===== src/hw/rtl/array_table_sort_search_engine_macros.svh =====
// Assertion macros for the array table engine.
`ifndef ARRAY_TABLE_SORT_SEARCH_ENGINE_MACROS_SVH
`define ARRAY_TABLE_SORT_SEARCH_ENGINE_MACROS_SVH
`ifndef ASSERT_OFF
`define ATSE_ASSERT_IMP(lbl, clk, rst, ante, cons) \
  lbl: assert property (@(posedge clk) disable iff (rst) (ante) |-> (cons)) \
    else $error("assertion failed");
`define ATSE_ASSERT_NXT(lbl, clk, rst, ante, cons) \
  lbl: assert property (@(posedge clk) disable iff (rst) (ante) |=> (cons)) \
    else $error("assertion failed");
`else
`define ATSE_ASSERT_IMP(lbl, clk, rst, ante, cons)
`define ATSE_ASSERT_NXT(lbl, clk, rst, ante, cons)
`endif
`endif


===== src/hw/rtl/atse_pkg.sv =====
// ----------------------------------------------------------------------------
// atse_pkg
// Operation and status codes shared by the array table engine.
// ----------------------------------------------------------------------------
package atse_pkg;
  localparam int unsigned DefCapacity = 16;
  localparam int unsigned DataW = 32;

  typedef enum logic [3:0] {
    OP_CREATE = 4'd0, OP_APPEND = 4'd1, OP_UPDATE = 4'd2, OP_DELETE = 4'd3,
    OP_INSERT = 4'd4, OP_DISPLAY = 4'd5, OP_SORT = 4'd6, OP_FIND = 4'd7,
    OP_SORTFIND = 4'd8, OP_COUNT = 4'd9, OP_MAX = 4'd10, OP_MIN = 4'd11
  } op_t;

  typedef enum logic [1:0] {
    ST_OK = 2'd0, ST_EMPTY = 2'd1, ST_REJECT = 2'd2
  } status_t;

  // signed less-than on raw words
  function automatic logic less_than(input logic [DataW-1:0] a,
                                     input logic [DataW-1:0] b);
    return $signed(a) < $signed(b);
  endfunction
endpackage


===== src/hw/rtl/atse_cmp.sv =====
// ----------------------------------------------------------------------------
// atse_cmp
// Shared compare unit: equality and signed less-than of two words.
// ----------------------------------------------------------------------------
module atse_cmp (
  input  logic [atse_pkg::DataW-1:0] a,
  input  logic [atse_pkg::DataW-1:0] b,
  output logic                       eq,
  output logic                       lt
);
  import atse_pkg::*;
  assign eq = (a == b);
  assign lt = less_than(a, b);
endmodule


===== src/hw/rtl/array_table_sort_search_engine.sv =====
// Array table engine: one operation at a time, sequenced over a shared compare unit.
// Shift ops move elements one at a time; sort is an insertion sort doing one
// compare-and-move per step; listings give one response per element.
// Throughput: one request at a time; ready only while idle.
// Reset (rst, synchronous): fill and batch count cleared; table contents undefined.
// ----------------------------------------------------------------------------
// array_table_sort_search_engine
// Table with create/append, edit, insertion sort, search, count, max/min and listing operations.
// ----------------------------------------------------------------------------
`include "array_table_sort_search_engine_macros.svh"
module array_table_sort_search_engine #(
  parameter int unsigned CAPACITY = atse_pkg::DefCapacity
) (
  input  logic        clk,
  input  logic        rst,
  input  logic        in_valid,
  output logic        in_ready,
  input  logic [3:0]  operation,
  input  logic [4:0]  position,
  input  logic signed [31:0] value,
  input  logic        starts_batch,
  input  logic [4:0]  batch_size,
  output logic        out_valid,
  input  logic        out_ready,
  output logic [1:0]  status,
  output logic signed [31:0] element,
  output logic        found,
  output logic [4:0]  occurrences,
  output logic [4:0]  fill_count,
  output logic        last
);
  import atse_pkg::*;

  localparam int unsigned IW = (CAPACITY > 1) ? $clog2(CAPACITY) : 1;
  localparam int unsigned CW = $clog2(CAPACITY + 1);

  typedef enum logic [3:0] {
    S_IDLE, S_DEL, S_INS, S_SORT_I, S_SORT_J, S_SCAN, S_BIN, S_LIST, S_OUT
  } state_t;

  state_t state;
  logic [DataW-1:0] mem [CAPACITY];
  logic [CW-1:0] fill, brem;
  logic [CW-1:0] i, j, lo, hi;   // loop indices
  logic [3:0] op;
  logic [DataW-1:0] key, cur;
  logic [4:0] cnt;
  logic fnd;

  // shared compare unit operands
  logic [DataW-1:0] ca, cb;
  logic c_eq, c_lt;
  logic [CW-1:0] mid;
  assign mid = CW'((({1'b0, lo} + {1'b0, hi}) >> 1));

  always_comb begin
    ca = key;
    cb = mem[i[IW-1:0]];
    case (state)
      S_SORT_J: begin ca = cur; cb = mem[IW'(j - 1'b1)]; end
      S_BIN:    begin ca = mem[mid[IW-1:0]]; cb = key; end
      default: ;
    endcase
  end

  atse_cmp u_cmp (.a(ca), .b(cb), .eq(c_eq), .lt(c_lt));

  assign in_ready = (state == S_IDLE);
  assign fill_count = 5'(fill);

  logic [5:0] pos6;
  assign pos6 = {1'b0, position};

  always_ff @(posedge clk) begin
    if (rst) begin
      state <= S_IDLE; fill <= '0; brem <= '0; out_valid <= 1'b0;
    end else begin
      case (state)
        S_IDLE: begin
          out_valid <= 1'b0;
          if (in_valid) begin
            op <= operation; key <= value;
            status <= ST_OK; element <= '0; found <= 1'b0;
            occurrences <= '0; last <= 1'b1;
            state <= S_OUT;
            if (operation == OP_CREATE || operation == OP_APPEND) begin
              if (starts_batch) begin
                brem <= '0;
                if (operation == OP_CREATE) begin
                  fill <= '0;
                  if (batch_size != 0) begin
                    mem[0] <= value; fill <= CW'(1);
                    brem <= (6'(batch_size) > 6'(CAPACITY)) ? CW'(CAPACITY - 1)
                            : CW'(batch_size - 5'd1);
                  end
                end else if (6'(fill) >= 6'(CAPACITY) ||
                             6'(batch_size) > 6'(CAPACITY) - 6'(fill)) begin
                  status <= ST_REJECT;
                end else if (batch_size != 0) begin
                  mem[fill[IW-1:0]] <= value; fill <= fill + 1'b1;
                  brem <= CW'(batch_size - 5'd1);
                end
              end else if (brem != 0 && 6'(fill) < 6'(CAPACITY)) begin
                mem[fill[IW-1:0]] <= value; fill <= fill + 1'b1;
                brem <= brem - 1'b1;
              end else begin
                brem <= '0; status <= ST_REJECT;
              end
            end else begin
              brem <= '0;
              case (operation)
                OP_UPDATE:
                  if (position != 0 && pos6 <= 6'(fill))
                    mem[IW'(position - 5'd1)] <= value;
                  else status <= ST_REJECT;
                OP_DELETE:
                  if (position != 0 && pos6 <= 6'(fill)) begin
                    i <= CW'(position - 5'd1); state <= S_DEL;
                  end else status <= ST_REJECT;
                OP_INSERT:
                  if (6'(fill) < 6'(CAPACITY) && position != 0 &&
                      pos6 <= 6'(fill) + 6'd1) begin
                    i <= fill; j <= CW'(position); state <= S_INS;
                  end else status <= ST_REJECT;
                default:
                  if (operation > OP_MIN) status <= ST_REJECT;
                  else if (fill == 0) status <= ST_EMPTY;
                  else if (operation == OP_FIND || operation == OP_COUNT) begin
                    i <= '0; cnt <= '0; fnd <= 1'b0; state <= S_SCAN;
                  end else if (operation == OP_DISPLAY) begin
                    i <= '0; state <= S_LIST;
                  end else begin
                    i <= CW'(1); state <= S_SORT_I;
                  end
              endcase
            end
          end
        end
        S_DEL: begin
          if (6'(i) + 6'd1 < 6'(fill)) begin
            mem[i[IW-1:0]] <= mem[IW'(i + 1'b1)]; i <= i + 1'b1;
          end else begin
            fill <= fill - 1'b1; state <= S_OUT;
          end
        end
        S_INS: begin
          if (i >= j) begin
            mem[i[IW-1:0]] <= mem[IW'(i - 1'b1)]; i <= i - 1'b1;
          end else begin
            mem[IW'(j - 1'b1)] <= key; fill <= fill + 1'b1; state <= S_OUT;
          end
        end
        S_SORT_I: begin
          if (i < fill) begin
            cur <= mem[i[IW-1:0]]; j <= i; state <= S_SORT_J;
          end else begin
            case (op)
              OP_SORT: begin i <= '0; state <= S_LIST; end
              OP_SORTFIND: begin lo <= '0; hi <= fill; state <= S_BIN; end
              OP_MAX: begin element <= mem[IW'(fill - 1'b1)]; state <= S_OUT; end
              default: begin element <= mem[0]; state <= S_OUT; end
            endcase
          end
        end
        S_SORT_J: begin
          if (j != 0 && c_lt) begin
            mem[j[IW-1:0]] <= mem[IW'(j - 1'b1)]; j <= j - 1'b1;
          end else begin
            mem[j[IW-1:0]] <= cur; i <= i + 1'b1; state <= S_SORT_I;
          end
        end
        S_BIN: begin
          if (lo >= hi) begin
            found <= 1'b0; state <= S_OUT;
          end else if (c_eq) begin
            found <= 1'b1; state <= S_OUT;
          end else if (c_lt) lo <= mid + 1'b1;
          else hi <= mid;
        end
        S_SCAN: begin
          if (i < fill) begin
            if (c_eq) begin cnt <= cnt + 5'd1; fnd <= 1'b1; end
            i <= i + 1'b1;
          end else begin
            if (op == OP_FIND) found <= fnd; else occurrences <= cnt;
            state <= S_OUT;
          end
        end
        S_LIST: begin
          // one listed element per output handshake; wait for the sink
          if (!out_valid || out_ready) begin
            if (out_valid && last) begin
              out_valid <= 1'b0; state <= S_IDLE;
            end else begin
              element <= mem[i[IW-1:0]];
              last <= (i + 1'b1 == fill);
              out_valid <= 1'b1; i <= i + 1'b1;
            end
          end
        end
        S_OUT: begin
          if (!out_valid) out_valid <= 1'b1;
          else if (out_ready) begin out_valid <= 1'b0; state <= S_IDLE; end
        end
        default: state <= S_IDLE;
      endcase
    end
  end

  `ATSE_ASSERT_IMP(a_fill_cap, clk, rst, 1'b1, 6'(fill) <= 6'(CAPACITY))
  `ATSE_ASSERT_IMP(a_no_overlap, clk, rst, out_valid, !in_ready)
  `ATSE_ASSERT_NXT(a_drop, clk, rst, out_valid && out_ready && last, !out_valid)
endmodule


===== config.mk =====
export PLATFORM = sky130hd
export DESIGN_NAME = array_table_sort_search_engine
export DESIGN_NICKNAME = d
export VERILOG_FILES = /design/src/hw/rtl/atse_pkg.sv /design/src/hw/rtl/atse_cmp.sv /design/src/hw/rtl/array_table_sort_search_engine.sv
export VERILOG_INCLUDE_DIRS = /design/src /design/src/hw/rtl
export SDC_FILE = /design/constraint.sdc
export NUM_CORES = 2
export LEC_CHECK = 0
export BUFFER_PORTS_ARGS = -buffer_cell sky130_fd_sc_hd__buf_2
export CORE_MARGIN = 5
export CORE_UTILIZATION = 60
export CTS_CLUSTER_SIZE = 25
export DETAILED_ROUTE_END_ITERATION = 8
export PLACE_DENSITY = 0.75
export SYNTH_ARGS = -nofsm -noshare
export SYNTH_HDL_FRONTEND = slang
export SYNTH_SLANG_ARGS = --single-unit

===== constraint.sdc =====
create_clock -name clk -period 21.4 [get_ports clk]
set_input_delay 3.21 -clock clk [delete_from_list [all_inputs] [get_ports clk]]
set_output_delay 3.21 -clock clk [all_outputs]
set_load 0.03 [all_outputs]

==> results.md <==
* Total wire length at 183000 µm
* Routed Antenna Nets at 0
* Reg2Reg Setup Slack at 12.92 ns
* CP Class: reg2reg
* Internal power at 0.00285 W
* LEAKAGE at 17.0 nW
* # DRC at 1
* Critical R2R Launch: lo[1]
* Grt ovf at 0
* Post-synth net total at 3461
* Pwr dens at 78.7 mW/mm²
* Finish-stage setup viols at 0
* Die X at 300 µm
* # IOs at 99
* Max FO, Critical Path at 41
* CTS Buf Count at 73
* Gr usage total at 40.0%
* Logic pwr share at 33.8%
* Library cells used by synthesis at 95
* Period minus WS final at 8.48 ns
* Most common cell after layout, fill and taps aside: mux4_2
* Die Ht at 300 µm
* Pins Over Slew Limit at 0
* Failing checks: DRC
* Routability cong. at 0.970
* Clock group share of total power at 29.6%
* First-pass GRT wire length at 264000 µm
* IO Port Bufs at 98
* Sw frac at 33.7%
* Psw at 0.00145 W
* EDFF count, synth at 647
* Worst VDD drop at 72.8 µV
* Number of global-route vias before repair at 38.4k
* Required @ worst endpoint at 21.66 ns
* Worst Hold Launch: brem[4]
* # Post-CTS Setup Buffers at 0
* Critical path startpoint category: flip-flop
* Pwr Total at 0.00430 W
* Setup TNS at 0 ns
* CTS Sinks at 666
* Pre-antenna DRT Iters at 9
* Top_reg_cell synth: edfxtp_1
* Post-DR wirelength/cell at 41.1 µm
* HPWL Detailed at 101000 µm
* Syn-to-layout area delta at 7.91%
* YS warnings at 0
* Crit end category: flip-flop
* Crit share post-route at 39.6%
* Layout Nets at 3385
* CP Data Arrival Time at 8.75 ns
* Die area at 0.0903 mm²
* Worst-Margin Slew at 1.37 ns
* Hold path depth at 2
* Clk pin slew, worst setup/hold paths at 0.07 ns
* Hold buffers post-CTS at 0
* Status: finished, violations left
* Area of the core at 0.0837 mm²
* Hold Fails Final Rpt at 0
* Layout cells sized above 1 at 38.3%
* PostCTS Resize Cnt at 0
* Worst Clk Skew at 0.0406 ns
* Synth Instances at 3324
* CTS tree: built
* Peak Freq at 118 MHz
* Vias/cell at 8.76
* HP Class: reg2reg
* Cell Area, Synth at 0.0506 mm²
* Clk_lat worst skew at 0.66 ns
* # rows at 106
* Hold EP: brem[4]
* Part of the power in registers at 36.6%
* Syn_area_per_cell at 15.2 µm²
* DRT iter0 DRCs at 6965
* H-tree depth at 3
* RSZ-0062 raised after global routing: false
* Pin count of the biggest net entering global routing at 142
* Maxcap violations at 0
* Rel. slew slack at 8.70%
* Worst R2R Path Depth at 15
* Reg2Reg Capture Point: j[2]
* Root buf cell: clkbuf_16
* CTS max path bufs at 3
* Initial Util at 60.5%
* Register area share after synthesis at 39.1%
* Antenna violations before repair at 3
* Commonest non-fill, non-tap cells in the layout: mux4_2, edfxtp_1, mux2i_1
* Yosys reg bits at 666
* Async SR Flop Fraction at 0%
* Via count at 38.9k
## layout make-up
class | count | area [µm²]
fillers | 5612 | 29100
multi-input cells | 2283 | 29700
inverters | 42 | 165
well taps | 1134 | 1420
repair buffers | 182 | 1140
clock buffers | 84 | 1890
diodes | 4 | 10.0
clock inverters | 50 | 493
flip-flops and latches | 666 | 19800
## cells in the mapped netlist, types with 11 or more instances
master	instances	area [µm²]
xor2_1	13	114
xnor2_1	15	131
buf_1	72	270
a21oi_1	102	510
o221a_2	19	214
nand2_1	161	604
mux2_2	36	405
nor3_1	29	145
nand4_1	12	75.1
nor2b_1	43	269
dfxtp_1	19	380
a21o_1	11	82.6
inv_1	40	150
mux4_2	834	18800
buf_2	72	360
o22a_1	34	298
a31oi_1	54	338
mux2i_1	191	1910
nand3_1	53	265
nor4_1	44	275
clkbuf_1	186	698
o21ai_0	101	505
a22oi_1	39	293
ha_1	85	1060
a221oi_1	37	324
nor2_1	90	338
a311oi_1	27	236
nand2b_1	13	81.3
and3_1	25	156
edfxtp_1	647	19400
a211oi_1	38	285
o221ai_1	29	254
## power by group through the flow
| stage | sequential [W] | clock, W | combinational (W) |
|---|---|---|---|
| 2_1_floorplan | 0.00158 | 0 | 0.00101 |
| 6_report | 0.00157 | 0.00127 | 0.00145 |
| 5_1_grt | 0.00158 | 0.00134 | 0.00149 |
| 3_3_place_gp | 0.00159 | 0 | 0.00137 |
| 4_1_cts | 0.00157 | 0.00128 | 0.00140 |
| 3_5_place_dp | 0.00159 | 0 | 0.00140 |
## sequential cells by signal, summed over array words and instances, names as in the netlist, 32 cells and up, named ones only
| signal | cells |
|---|---|
| element | 32 |
| cur | 32 |
| mem | 512 |
| key | 32 |
## stage by stage
stage / utilization [%] / instance area, µm² / std cells / hold WS [ns] / setup WS, ns
detailed placement: 62.4 / 52200 / 4307 / 0.488 / 13.15
global placement: 62.4 / 52200 / 4307 / 0.469 / 13.41
CTS: 65.2 / 54600 / 4441 / 0.497 / 13.10
global route: 65.2 / 54600 / 4442 / 0.516 / 12.59
finish: 65.3 / 54600 / 4445 / 0.512 / 12.92
floorplan: - / 50600 / 3324 / 0.450 / 12.73
## worst max-delay path by stage
stage / start / end / slack (ns) / depth (start not counted)
2_1_floorplan: rst / mem[0][0] / 12.73 / 7
3_3_place_gp: lo[1] / j[0] / 13.41 / 16
3_5_place_dp: lo[1] / j[0] / 13.15 / 16
4_1_cts: lo[1] / j[0] / 13.10 / 16
5_1_grt: lo[1] / mem[7][12] / 12.59 / 16
6_report: lo[1] / j[2] / 12.92 / 15
## layer usage
metal	vias up	track usage (%)	share of wire [%]
met2	4320	57.2	42
met3	1138	19.1	19
met4	0	24.5	8.5
li1	14400	-	-
met1	19000	49.6	30
met5	-	0.271	0
## worst max-delay path: stages, from the launching register on
cell and delay [ns]:
edfxtp_1 0.46, ha_1 0.49, xnor2_4 0.82, buf_4 0.84, buf_4 0.72, mux4_2 0.58
mux2i_1 0.19, o221ai_1 0.16, ha_1 0.44, nand4_1 0.17, nor4_1 0.49, a221oi_1 0.19
nor2_1 0.27, a21o_1 0.94, nand2_1 0.28, a311oi_1 0.95
## cell families (layout without fill, tap and decap cells)
logic type                 count (synthesis)  in the layout  synth area share [%]
other                                      0              4                     0
xor gates and xnor gates                  29             29                 0.517
buffers and inverters                    375            358                  2.99
adders and majority gates                 87             87                  2.16
DFF                                      666            666                  39.1
AOI/OAI and AO/OA                        578            578                  8.16
muxes                                   1061           1061                  41.7
and+or+nand+nor                          528            528                  5.34
Power figures use the tool's default switching activity.
